<file path="src/design/xcrc_pkg.sv">
// shared types and constants for the xmodem crc receiver
package xcrc_pkg;

   typedef enum logic [2:0] {
      PH_START     = 3'd0,
      PH_BLOCK     = 3'd1,
      PH_BLOCK_INV = 3'd2,
      PH_DATA      = 3'd3,
      PH_CRC_HI    = 3'd4,
      PH_CRC_LO    = 3'd5
   } phase_type;

   typedef enum logic [1:0] {
      RPL_NONE = 2'd0,
      RPL_ACK  = 2'd1,
      RPL_NAK  = 2'd2
   } reply_type;

   typedef enum logic [1:0] {
      ST_IDLE = 2'd0,
      ST_WORK = 2'd1,
      ST_DONE = 2'd2,
      ST_CAN  = 2'd3
   } status_type;

   localparam logic [16:0] PAGE_SIZE_RESET = 17'd2048;
   localparam logic [16:0] PAGE_SIZE_MAX   = 17'd65536;

   typedef struct packed {
      reply_type   reply;
      logic        data_valid;
      logic [7:0]  data_byte;
      logic [9:0]  data_index;
      logic        packet_commit;
      logic [10:0] commit_length;
      logic [15:0] write_offset;
      logic        page_flush;
      status_type  transfer_status;
      phase_type   phase_now;
   } result_type;

endpackage

</file>
<file path="src/design/xcrc_channels.sv">
// valid/ready channel interfaces for received bytes and result transactions
interface xcrc_req_if;
   logic       valid;
   logic       ready;
   logic [7:0] rx_byte;

   modport source (output valid, output rx_byte, input ready);
   modport sink (input valid, input rx_byte, output ready);
endinterface

interface xcrc_rsp_if;
   logic        valid;
   logic        ready;
   logic [1:0]  reply;
   logic        data_valid;
   logic [7:0]  data_byte;
   logic [9:0]  data_index;
   logic        packet_commit;
   logic [10:0] commit_length;
   logic [15:0] write_offset;
   logic        page_flush;
   logic [1:0]  transfer_status;
   logic [2:0]  phase_now;

   modport source (
      output valid, output reply, output data_valid, output data_byte,
      output data_index, output packet_commit, output commit_length,
      output write_offset, output page_flush, output transfer_status,
      output phase_now, input ready
   );
   modport sink (
      input valid, input reply, input data_valid, input data_byte,
      input data_index, input packet_commit, input commit_length,
      input write_offset, input page_flush, input transfer_status,
      input phase_now, output ready
   );
endinterface

</file>
<file path="src/design/xcrc_crc_byte.sv">
// crc-16/xmodem update over one byte, eight shift steps unrolled
module xcrc_crc_byte (
   input  logic [15:0] crc_cur,
   input  logic [7:0]  data,
   output logic [15:0] crc_nxt
);

   localparam logic [15:0] CRC_POLY = 16'h1021;

   always_comb begin
      logic [15:0] c;
      c = crc_cur ^ {data, 8'h00};
      for (int i = 0; i < 8; i++) begin
         if (c[15]) begin
            c = {c[14:0], 1'b0} ^ CRC_POLY;
         end else begin
            c = {c[14:0], 1'b0};
         end
      end
      crc_nxt = c;
   end

endmodule

</file>
<file path="src/design/xcrc_engine.sv">
// packet phase tracking, sequence check and page fill bookkeeping
module xcrc_engine (
   input  logic                clock,
   input  logic                reset,
   input  logic                step,
   input  logic [7:0]          rx_byte,
   input  logic [16:0]         page_size,
   output xcrc_pkg::result_type result
);

   localparam logic [7:0]  CODE_SOH     = 8'h01;
   localparam logic [7:0]  CODE_STX     = 8'h02;
   localparam logic [7:0]  CODE_EOT     = 8'h04;
   localparam logic [7:0]  CODE_CAN     = 8'h18;
   localparam logic [10:0] SMALL_PACKET = 11'd128;
   localparam logic [10:0] MAX_PACKET   = 11'd1024;

   xcrc_pkg::phase_type  phase_ff, phase_in;
   xcrc_pkg::status_type status_ff, status_in;
   logic [10:0] packet_length_ff, packet_length_in;
   logic [7:0]  block_number_ff, block_number_in;
   logic [7:0]  expected_block_ff, expected_block_in;
   logic [10:0] byte_count_ff, byte_count_in;
   logic [15:0] crc_ff, crc_in;
   logic [7:0]  crc_high_ff, crc_high_in;
   logic [16:0] page_fill_ff, page_fill_in;

   logic [15:0] crc_upd;
   logic [10:0] count_inc;
   logic [17:0] fill_sum;
   logic        no_fit;
   logic [16:0] fill_base;

   xcrc_crc_byte u_crc (
      .crc_cur (crc_ff),
      .data    (rx_byte),
      .crc_nxt (crc_upd)
   );

   assign count_inc = byte_count_ff + 11'd1;
   assign fill_sum  = {1'b0, page_fill_ff} + {7'd0, packet_length_ff};
   assign no_fit    = fill_sum > {1'b0, page_size};
   assign fill_base = no_fit ? 17'd0 : page_fill_ff;

   always_comb begin
      phase_in          = phase_ff;
      status_in         = status_ff;
      packet_length_in  = packet_length_ff;
      block_number_in   = block_number_ff;
      expected_block_in = expected_block_ff;
      byte_count_in     = byte_count_ff;
      crc_in            = crc_ff;
      crc_high_in       = crc_high_ff;
      page_fill_in      = page_fill_ff;

      result               = '0;
      result.reply         = xcrc_pkg::RPL_NONE;

      unique case (phase_ff)
         xcrc_pkg::PH_START: begin
            if (rx_byte == CODE_SOH || rx_byte == CODE_STX) begin
               packet_length_in = (rx_byte == CODE_SOH) ? SMALL_PACKET : MAX_PACKET;
               phase_in  = xcrc_pkg::PH_BLOCK;
               status_in = xcrc_pkg::ST_WORK;
            end else if (rx_byte == CODE_EOT) begin
               result.reply = xcrc_pkg::RPL_ACK;
               if (page_fill_ff != 17'd0) begin
                  result.page_flush = 1'b1;
                  page_fill_in      = 17'd0;
               end
               status_in = xcrc_pkg::ST_DONE;
            end else if (rx_byte == CODE_CAN) begin
               status_in = xcrc_pkg::ST_CAN;
            end else begin
               status_in = xcrc_pkg::ST_IDLE;
            end
         end
         xcrc_pkg::PH_BLOCK: begin
            block_number_in = rx_byte;
            phase_in        = xcrc_pkg::PH_BLOCK_INV;
         end
         xcrc_pkg::PH_BLOCK_INV: begin
            if ((block_number_ff + rx_byte) != 8'hFF) begin
               result.reply = xcrc_pkg::RPL_NAK;
               phase_in     = xcrc_pkg::PH_START;
            end else begin
               byte_count_in = 11'd0;
               crc_in        = 16'd0;
               phase_in      = xcrc_pkg::PH_DATA;
            end
         end
         xcrc_pkg::PH_DATA: begin
            result.data_valid = 1'b1;
            result.data_byte  = rx_byte;
            result.data_index = byte_count_ff[9:0];
            crc_in            = crc_upd;
            byte_count_in     = count_inc;
            if (count_inc >= packet_length_ff || count_inc >= MAX_PACKET) begin
               phase_in = xcrc_pkg::PH_CRC_HI;
            end
         end
         xcrc_pkg::PH_CRC_HI: begin
            crc_high_in = rx_byte;
            phase_in    = xcrc_pkg::PH_CRC_LO;
         end
         xcrc_pkg::PH_CRC_LO: begin
            if ({crc_high_ff, rx_byte} == crc_ff) begin
               if (block_number_ff == expected_block_ff) begin
                  // in-order packet: flush first if it overflows the page
                  result.page_flush    = no_fit;
                  result.packet_commit = 1'b1;
                  result.commit_length = packet_length_ff;
                  result.write_offset  = fill_base[15:0];
                  page_fill_in         = fill_base + {6'd0, packet_length_ff};
                  expected_block_in    = expected_block_ff + 8'd1;
                  result.reply         = xcrc_pkg::RPL_ACK;
               end else if (block_number_ff == expected_block_ff - 8'd1) begin
                  result.reply = xcrc_pkg::RPL_ACK;
               end else begin
                  result.reply = xcrc_pkg::RPL_NAK;
               end
            end else begin
               result.reply = xcrc_pkg::RPL_NAK;
            end
            phase_in = xcrc_pkg::PH_START;
         end
         default: begin
            phase_in = xcrc_pkg::PH_START;
         end
      endcase

      result.transfer_status = status_in;
      result.phase_now       = phase_in;
   end

   always_ff @(posedge clock) begin
      if (reset) begin
         phase_ff          <= xcrc_pkg::PH_START;
         status_ff         <= xcrc_pkg::ST_IDLE;
         packet_length_ff  <= 11'd0;
         block_number_ff   <= 8'd0;
         expected_block_ff <= 8'd1;
         byte_count_ff     <= 11'd0;
         crc_ff            <= 16'd0;
         crc_high_ff       <= 8'd0;
         page_fill_ff      <= 17'd0;
      end else if (step) begin
         phase_ff          <= phase_in;
         status_ff         <= status_in;
         packet_length_ff  <= packet_length_in;
         block_number_ff   <= block_number_in;
         expected_block_ff <= expected_block_in;
         byte_count_ff     <= byte_count_in;
         crc_ff            <= crc_in;
         crc_high_ff       <= crc_high_in;
         page_fill_ff      <= page_fill_in;
      end
   end

endmodule

</file>
<file path="src/design/xmodem_crc_receiver_top.sv">
// top level of the xmodem-1k crc receiver: input register, engine, result register
//
//   channel | dir | handshake      | payload
//   --------+-----+----------------+--------------------------------------------
//   req     | in  | valid / ready  | rx_byte
//   rsp     | out | valid / ready  | reply, data fields, commit fields, status
//   csr     | in  | csr_we         | csr_wdata = page_size, clamped to 65536
//
// one transaction per cycle sustained while rsp does not stall; a byte waits in the
// input register, and its result is captured in the result register
// every received byte yields exactly one result transaction
// reset (synchronous, active high) empties both registers and restores state
// a stalled rsp holds the result register; the input register still refills
// once its byte has moved on, so req stalls only when both are occupied
module xmodem_crc_receiver_top (
   input  logic        clock,
   input  logic        reset,
   xcrc_req_if.sink    req,
   xcrc_rsp_if.source  rsp,
   input  logic        csr_we,
   input  logic [16:0] csr_wdata
);

   // page size register, out-of-range writes saturate
   logic [16:0] page_size_ff, page_size_in;

   // input register
   logic       in_valid_ff;
   logic [7:0] in_byte_ff;

   // result register
   logic                 out_valid_ff;
   xcrc_pkg::result_type out_ff;
   xcrc_pkg::result_type result;

   logic advance;
   logic step;

   assign page_size_in = (csr_wdata > xcrc_pkg::PAGE_SIZE_MAX) ?
                         xcrc_pkg::PAGE_SIZE_MAX : csr_wdata;

   // result register free or being drained this cycle
   assign advance   = !out_valid_ff || rsp.ready;
   assign step      = in_valid_ff && advance;
   assign req.ready = !in_valid_ff || advance;

   xcrc_engine u_engine (
      .clock     (clock),
      .reset     (reset),
      .step      (step),
      .rx_byte   (in_byte_ff),
      .page_size (page_size_ff),
      .result    (result)
   );

   always_ff @(posedge clock) begin
      if (reset) begin
         page_size_ff <= xcrc_pkg::PAGE_SIZE_RESET;
         in_valid_ff  <= 1'b0;
         out_valid_ff <= 1'b0;
      end else begin
         if (csr_we) begin
            page_size_ff <= page_size_in;
         end
         if (req.ready) begin
            in_valid_ff <= req.valid;
         end
         if (advance) begin
            out_valid_ff <= in_valid_ff;
         end
      end
   end

   // payload registers, no reset needed
   always_ff @(posedge clock) begin
      if (req.valid && req.ready) begin
         in_byte_ff <= req.rx_byte;
      end
      if (step) begin
         out_ff <= result;
      end
   end

   assign rsp.valid           = out_valid_ff;
   assign rsp.reply           = out_ff.reply;
   assign rsp.data_valid      = out_ff.data_valid;
   assign rsp.data_byte       = out_ff.data_byte;
   assign rsp.data_index      = out_ff.data_index;
   assign rsp.packet_commit   = out_ff.packet_commit;
   assign rsp.commit_length   = out_ff.commit_length;
   assign rsp.write_offset    = out_ff.write_offset;
   assign rsp.page_flush      = out_ff.page_flush;
   assign rsp.transfer_status = out_ff.transfer_status;
   assign rsp.phase_now       = out_ff.phase_now;

endmodule

</file>
<file path="src/flat_wrapper.sv">
// flat-port wrapper written by rule: the top's interface ports become plain ports
module xmodem_crc_receiver_top_flat 
  (clock, reset, csr_we, csr_wdata, req_valid, req_rx_byte, req_ready, rsp_valid, rsp_reply, rsp_data_valid, rsp_data_byte, rsp_data_index, rsp_packet_commit, rsp_commit_length, rsp_write_offset, rsp_page_flush, rsp_transfer_status, rsp_phase_now, rsp_ready);
  xcrc_req_if req_i ();
  xcrc_rsp_if rsp_i ();
  input  logic clock;
  input  logic reset;
  input  logic csr_we;
  input  logic [16:0] csr_wdata;
  input wire logic [$bits(req_i.valid)-1:0] req_valid;
  input wire logic [$bits(req_i.rx_byte)-1:0] req_rx_byte;
  output wire logic [$bits(req_i.ready)-1:0] req_ready;
  output wire logic [$bits(rsp_i.valid)-1:0] rsp_valid;
  output wire logic [$bits(rsp_i.reply)-1:0] rsp_reply;
  output wire logic [$bits(rsp_i.data_valid)-1:0] rsp_data_valid;
  output wire logic [$bits(rsp_i.data_byte)-1:0] rsp_data_byte;
  output wire logic [$bits(rsp_i.data_index)-1:0] rsp_data_index;
  output wire logic [$bits(rsp_i.packet_commit)-1:0] rsp_packet_commit;
  output wire logic [$bits(rsp_i.commit_length)-1:0] rsp_commit_length;
  output wire logic [$bits(rsp_i.write_offset)-1:0] rsp_write_offset;
  output wire logic [$bits(rsp_i.page_flush)-1:0] rsp_page_flush;
  output wire logic [$bits(rsp_i.transfer_status)-1:0] rsp_transfer_status;
  output wire logic [$bits(rsp_i.phase_now)-1:0] rsp_phase_now;
  input wire logic [$bits(rsp_i.ready)-1:0] rsp_ready;
  assign req_i.valid = req_valid;
  assign req_i.rx_byte = req_rx_byte;
  assign req_ready = req_i.ready;
  assign rsp_valid = rsp_i.valid;
  assign rsp_reply = rsp_i.reply;
  assign rsp_data_valid = rsp_i.data_valid;
  assign rsp_data_byte = rsp_i.data_byte;
  assign rsp_data_index = rsp_i.data_index;
  assign rsp_packet_commit = rsp_i.packet_commit;
  assign rsp_commit_length = rsp_i.commit_length;
  assign rsp_write_offset = rsp_i.write_offset;
  assign rsp_page_flush = rsp_i.page_flush;
  assign rsp_transfer_status = rsp_i.transfer_status;
  assign rsp_phase_now = rsp_i.phase_now;
  assign rsp_i.ready = rsp_ready;
  xmodem_crc_receiver_top u_core (.clock(clock), .reset(reset), .req(req_i), .rsp(rsp_i), .csr_we(csr_we), .csr_wdata(csr_wdata));
endmodule
</file>
<file path="config.mk">
export PLATFORM = sky130hd
export DESIGN_NAME = xmodem_crc_receiver_top_flat
export DESIGN_NICKNAME = d
export VERILOG_FILES = /design/src/design/xcrc_pkg.sv /design/src/design/xcrc_channels.sv /design/src/design/xcrc_crc_byte.sv /design/src/design/xcrc_engine.sv /design/src/design/xmodem_crc_receiver_top.sv /design/src/flat_wrapper.sv
export SDC_FILE = /design/constraint.sdc
export NUM_CORES = 1
export LEC_CHECK = 0
export BUFFER_PORTS_ARGS = -buffer_cell sky130_fd_sc_hd__buf_2
export CAP_MARGIN = 20
export CORE_UTILIZATION = 36
export CTS_BUF_LIST = sky130_fd_sc_hd__clkbuf_2 sky130_fd_sc_hd__clkbuf_4 sky130_fd_sc_hd__clkbuf_8
export DETAILED_ROUTE_END_ITERATION = 16
export PLACE_DENSITY = 0.53
export REMOVE_ABC_BUFFERS = 1
export SKIP_CTS_REPAIR_TIMING = 1
export SLEW_MARGIN = 20
export SYNTH_ARGS = -nofsm -noshare
export SYNTH_HDL_FRONTEND = slang
export SYNTH_SLANG_ARGS = --single-unit
</file>
<file path="constraint.sdc">
create_clock -name clock -period 4.5 [get_ports clock]
set_input_delay 0.675 -clock clock [delete_from_list [all_inputs] [get_ports clock]]
set_output_delay 0.675 -clock clock [all_outputs]
set_load 0.02 [all_outputs]
</file>
## Word-level counts from Yosys, hierarchy flattened

Cells that the tools add are included.

| storage, ports and cells | value |
|---|---|
| word-level logic and storage cells | 124 |
| input bits | 30 |
| register bits | 166 |

| cells by class | value |
|---|---|
| multiplexer cells | 43 |
| bitwise logic cells | 9 |
| eq/ne operators | 19 |
| magnitude comparators | 4 |
| add/sub/neg operators | 6 |
| reductions and logical operators | 20 |

Operators by type and width:

| kind | number |
|---|---|
| two-way mux 17 bit | 7 |
| two-way mux 13 bit | 8 |
| one-hot mux 17 bit (2 select lines) | 1 |
| one-hot mux 16 bit (2 select lines) | 1 |
| two-way mux 29 bit | 1 |
| NOT 3 bit | 8 |
| two-way mux 11 bit | 2 |
| one-hot mux 11 bit (2 select lines) | 1 |
| two-way mux 19 bit | 1 |
| adder 17 x 11 -> 18 bit | 1 |
| greater-than comparator 18 x 17 -> 1 bit | 1 |
| two-way mux 2 bit | 9 |
| adder 17 x 11 -> 17 bit | 1 |
| greater-than comparator 17 bit, second input constant | 1 |
| nonzero test 17 bit | 1 |
| == test 16 bit | 1 |
| == test 8 bit | 2 |
| two-way mux 16 bit | 1 |
| XOR 16 bit | 1 |
| one-hot mux 3 bit (5 select lines) | 1 |
| != test 2 bit, second input constant | 6 |
| adder 11 x 1 -> 11 bit, second input constant | 1 |
| greater-or-equal comparator 11 bit | 1 |
| greater-or-equal comparator 11 bit, second input constant | 1 |
| other kinds (24) | 42 |

## Depth between registers and ports, before layout

| logic depth | value |
|---|---|
| word-level depth | 18 |
| gate-level depth with buffers | 20 |
| depth with buffers taken out | 19 |

## By module

Synthesis repeated with hierarchy kept, for this count alone.

| second synthesis, totals | value |
|---|---|
| cell total of the unflattened synthesis | 837 |
| area, all modules | 8398.1 um^2 |

By module, submodules not included:

| module | area each (um^2) | seq. area each (um^2) | cells an instance | times used |
|---|---|---|---|---|
| xcrc_engine | 5243.8 | 1501.4 | 664 | 1 |
| xmodem_crc_receiver_top | 2758.9 | 2272.2 | 148 | 1 |
| xcrc_crc_byte | 395.4 | 0.0 | 25 | 1 |

## Worst setup path after synthesis

Ideal clock, no wire load.

| timing | value |
|---|---|
| path kind | register to register |
| start | register u_core.u_engine.packet_length_ff[7] |
| end | register u_core.u_engine.page_fill_ff[11] |
| stages on the path, launching flop included | 18 |
| period minus slack after synthesis | 3.977 ns |
| setup slack | 0.523 ns |
| arrival | 3.863 ns |
| cells stage by stage | dfxtp_1 > ha_1 > ha_1 > a31oi_1 > nor2_1 > xor2_1 > ha_1 > a21o_1 > a211oi_1 > o2111a_1 > o21a_1 > clkbuf_1 > and2_1 > ha_1 > a31oi_1 > nor2_1 > mux2_1 > a21o_1 |

| between the ends | value |
|---|---|
| cells in the longest elaborated chain, start to end | 7 |

RTL lines:

| what | line | RTL |
|---|---|---|
| from (decl) | xcrc_engine.sv:20 | `logic [10:0] packet_length_ff, packet_length_in;` |
| from (signal assigned) | xcrc_engine.sv:150 | `packet_length_ff <= packet_length_in;` |
| adder 17 x 11 -> 18 bit | xcrc_engine.sv:41 | `assign fill_sum = {1'b0, page_fill_ff} + {7'd0, packet_length_ff};` |
| greater-than comparator 18 x 17 -> 1 bit | xcrc_engine.sv:42 | `assign no_fit = fill_sum > {1'b0, page_size};` |
| two-way mux 17 bit | xcrc_engine.sv:43 | `assign fill_base = no_fit ? 17'd0 : page_fill_ff;` |
| net u_core.u_engine.fill_base[10] | xcrc_engine.sv:32 | `logic [16:0] fill_base;` |
| adder 17 x 11 -> 17 bit | xcrc_engine.sv:114 | `page_fill_in = fill_base + {6'd0, packet_length_ff};` |
| two-way mux 17 bit | xcrc_engine.sv:108 | `if (block_number_ff == expected_block_ff) begin` |
| two-way mux 17 bit | xcrc_engine.sv:107 | `if ({crc_high_ff, rx_byte} == crc_ff) begin` |
| one-hot mux 17 bit (2 select lines) | xcrc_engine.sv:59 | `unique case (phase_ff)` |
| to (signal assigned) | xcrc_engine.sv:156 | `page_fill_ff <= page_fill_in;` |
| to (decl) | xcrc_engine.sv:26 | `logic [16:0] page_fill_ff, page_fill_in;` |

The timed path passes the listed nets, and every way through them passes these cells. The select of a mux whose other input is x is not followed.
A chain may end at the register's enable or synchronous reset.

## Worst setup path after layout

| timing | value |
|---|---|
| start | register u_core.u_engine.page_fill_ff[7] |
| end | register u_core.u_engine.page_fill_ff[11] |

| between the ends | value |
|---|---|
| cells in the longest elaborated chain, start to end | 7 |
| elaborated cells between the ends (all ways) | 10 |
| classes of those cells | 2 x add/sub; 1 x order compare; 1 x eq/ne; 4 x mux; 2 x reduce/logical |

RTL lines:

| what | line |
|---|---|
| adder 17 x 11 -> 18 bit | xcrc_engine.sv:41 |
| greater-than comparator 18 x 17 -> 1 bit | xcrc_engine.sv:42 |
| two-way mux 17 bit | xcrc_engine.sv:43 |
| net u_core.u_engine.fill_base[8] | xcrc_engine.sv:32 |
| adder 17 x 11 -> 17 bit | xcrc_engine.sv:114 |
| two-way mux 17 bit | xcrc_engine.sv:108 |
| two-way mux 17 bit | xcrc_engine.sv:107 |
| one-hot mux 17 bit (2 select lines) | xcrc_engine.sv:59 |

The timed path passes the listed nets, and every way through them passes these cells. The select of a mux whose other input is x is not followed.

==> qor.yml <==
tns_ns: 0
clk_latency_ns: 0.45
slew_headroom_pct: 29.01
wirelength_mm: 17.82
route.detailed.drc: 0
overflow: 0
clock_path_buffers: 2
tritoncts: "yes"
place_inst: 1141
io_buffers: 77
place_ws_ns: 0.5735
finalCritPeriodShare_pct: 89.04
ant_nets: 0
max_clock_freq_ghz: 0.2496
fin_nets: 951
setup_violations: 0
syn2layout_area_growth_pct: 13.87
cp_max_fo: 12
die_w_um: 148.7
core-area_um2: 21090
rsz0062_at_grt: "false"
final_cells: 1173
diodes: 0
grt_pass1_vias: 5582
status: "finished clean"
hold_depth: 1
hp-start: "req_rx_byte[7]"
synth_edf_count: 54
gp_congestion: 0.7936
reg2reg_slack_ns: 0.49
dr.pass1.iters: 5
die_area_um2: 22110
path_clk_slew_ns: 0.08
syn_area_per_cell_um2: 9.389
power.density_nw_per_um2: 325.4
async_reset_ff_share_pct: 0
drv_cap: 0
postPlaceCellArea_um2: 8339
netlist_area_um2: 7746
finalPower_mw: 2.871
hold_end: "u_core.in_byte_ff[7]"
cp.required_ns: 4.89
antenna_found_initial: 1
cp-end-kind: "flop"
grtUsageTotal_pct: 16.90
avgViaCountPerCell: 5.090
rr_worst_depth: 19
synth-warning-count: 0
routedWlPerCell_um: 15.19
yosysSeqAreaShare_pct: 45.23
power.leakage_nw: 3.765
tightest_slew_ns: 1.060
hp-class: "input pin to flop"
start_util_pct: 36.73
start_kind: "flop"
worstPathArrival_ns: 4.40
vdd_drop_max_uv: 172.1
finalWorstSetupSlack_ns: 0.4933
ioPinCount: 87
hpwl_mm: 12.46
cp-startpoint: "u_core.u_engine.page_fill_ff[7]"
ys_seq_elements: 148
fin_crit_ns: 4.007
grt_max_degree: 52
drt_iter0_drc: 264
clock-root-buffer: "clkbuf_8"
r2r-end: "u_core.u_engine.page_fill_ff[11]"
stdcell_area_um2: 8821
yosys.cell_types.count: 70
dieHeight_um: 148.7
num_rows: 53
crit_type: "flop to flop"
hold_violations: 0
h-tree-depth: 4
reg2reg_from: "u_core.u_engine.page_fill_ff[7]"
via_count: 5970
maxSlewViolCount: 0
layout-drive-gt1-share_pct: 15.03
synthFlopType: "dfxtp_1"
grt_pass1_wl_mm: 29.26
cts_buffers: 17
synthCells: 825
cts_sinks: 148
skew_ns: 0.01224
[worst max-delay path: stages, from the launching register on]
cell,delay (ns)
dfxtp_1,0.35
ha_1,0.23
ha_1,0.22
a31oi_1,0.36
nor2_1,0.11
xor2_1,0.16
ha_1,0.29
nand4_1,0.17
nor2_1,0.14
nand3_1,0.09
o2111a_1,0.19
o21a_1,0.22
buf_4,0.19
and2_1,0.17
ha_1,0.24
a31oi_1,0.24
buf_4,0.18
nand3_1,0.08
o32ai_1,0.24
a21o_1,0.11
[state kept, by name (all words and copies together), names as in the netlist, 2 cells and up]
signal and cells:
u_core.rsp.data_byte 8, u_core.u_engine.page_fill_ff 17, u_core.rsp.phase_now 3, u_core.in_byte_ff 8
u_core.u_engine.status_ff 2, u_core.u_engine.block_number_ff 8, u_core.rsp.write_offset 16, u_core.u_engine.crc_ff 16
u_core.u_engine.crc_high_ff 8, u_core.rsp.reply 2, u_core.rsp.commit_length 2, u_core.u_engine.packet_length_ff 2
u_core.u_engine.expected_block_ff 8, u_core.u_engine.phase_ff 3, u_core.page_size_ff 17, u_core.rsp.data_index 10
u_core.rsp.transfer_status 2, u_core.u_engine.byte_count_ff 11
[report_power, final]
part	leakage, nW	internal [mW]	total [mW]	switching [mW]
clock	0.242	0.748	1.26	0.508
sequential	1.27	1.41	1.43	0.0189
combinational	2.26	0.0625	0.183	0.121
[Yosys cell counts (all sizes together) (3+ instances only)]
master / number / area, µm²
mux2i: 19 / 190.2
a22oi: 15 / 112.6
or3: 7 / 43.79
o21ai: 21 / 105.1
ha: 35 / 437.9
nor2b: 6 / 37.54
nor3b: 8 / 60.06
clkbuf: 35 / 131.4
nand3: 32 / 160.2
a31oi: 4 / 25.02
and3: 43 / 269.0
dfxtp: 94 / 1882
xor2: 49 / 429.2
buf: 23 / 143.9
a31o: 3 / 26.28
o22ai: 5 / 31.28
nor4b: 5 / 43.79
o211ai: 4 / 30.03
a21o: 5 / 37.54
nor4: 16 / 133.9
a22o: 3 / 26.28
nor3: 14 / 75.07
inv: 28 / 105.1
a21oi: 48 / 244.0
edfxtp: 54 / 1622
xnor2: 30 / 262.8
nor2: 85 / 321.6
and2: 9 / 56.30
nand4: 14 / 93.84
nand2: 71 / 266.5
nand2b: 3 / 18.77
[cell type report]
| class | count | area (µm²) |
|---|---|---|
| tap | 275 | 344.1 |
| timing repair buffer | 91 | 490.5 |
| sequential | 148 | 3503 |
| inverter | 29 | 108.9 |
| clock inverter | 10 | 210.2 |
| fill | 2155 | 12270 |
| clock buffer | 22 | 271.5 |
| multi-input combinational | 598 | 3892 |
[per-stage QoR]
step / util, % / hold slack, ns
2_1_floorplan: - / 0.4305
3_3_place_gp: 39.53 / 0.4442
3_5_place_dp: 39.55 / 0.4468
4_1_cts: 41.83 / 0.3706
5_1_grt: 41.83 / 0.3635
6_report: 41.83 / 0.3979
[cells by family after synthesis]
| group | synth area share [%] |
|---|---|
| multiplexers | 2.601 |
| adder cells (fa/ha/maj) | 5.912 |
| AND/OR/NAND/NOR | 21.43 |
| XOR/XNOR | 8.932 |
| AO/OA/AOI/OAI | 10.89 |
| buffers and inverters | 4.959 |
| flip-flops | 45.23 |
| other | 0.04841 |
[routing by layer]
layer / vias up / track usage (%) / wire (µm)
met3: 13 / 3.466 / 654
met5: - / 0 / 12
li1: 3035 / - / -
met2: 113 / 25.70 / 7837
met1: 2807 / 24.11 / 9165
met4: 2 / 4.691 / 147
[worst max path at each step]
stage                                                   to  slack (ns)  cells past startpoint
after floorplan           u_core.u_engine.page_fill_ff[11]        0.53                     16
after global placement    u_core.u_engine.page_fill_ff[16]        0.61                     18
after detailed placement  u_core.u_engine.page_fill_ff[16]        0.57                     18
after CTS                 u_core.u_engine.page_fill_ff[11]        0.53                     19
after global routing      u_core.u_engine.page_fill_ff[11]        0.20                     19
final                     u_core.u_engine.page_fill_ff[11]        0.49                     19
[cells in the final DEF (no fill, tap or decap), types with 4 or more instances in the layout]
cell type / Yosys / final
clkbuf_8: 0 / 17
a21oi_1: 47 / 46
a21o_1: 5 / 5
ha_1: 35 / 35
dfxtp_1: 94 / 94
or3_1: 7 / 7
o211ai_1: 4 / 4
xnor2_1: 30 / 30
nand3_1: 32 / 32
conb_1: 1 / 9
nor3_1: 13 / 13
xor2_1: 49 / 49
o21ai_1: 6 / 6
a22oi_1: 15 / 15
buf_2: 10 / 77
nor4_1: 12 / 12
nand4_1: 13 / 13
inv_1: 25 / 25
o22ai_1: 5 / 5
mux2i_1: 19 / 19
nor4b_1: 5 / 5
clkbuf_4: 0 / 5
edfxtp_1: 54 / 54
a31oi_1: 4 / 4
and3_1: 43 / 43
nor2_1: 84 / 84
nor2b_1: 6 / 6
and2_1: 9 / 9
nor3b_1: 8 / 8
bufinv_16: 0 / 6
nand2_1: 71 / 71
buf_4: 10 / 14
o21ai_0: 15 / 15
Power figures use the tool's default switching activity.
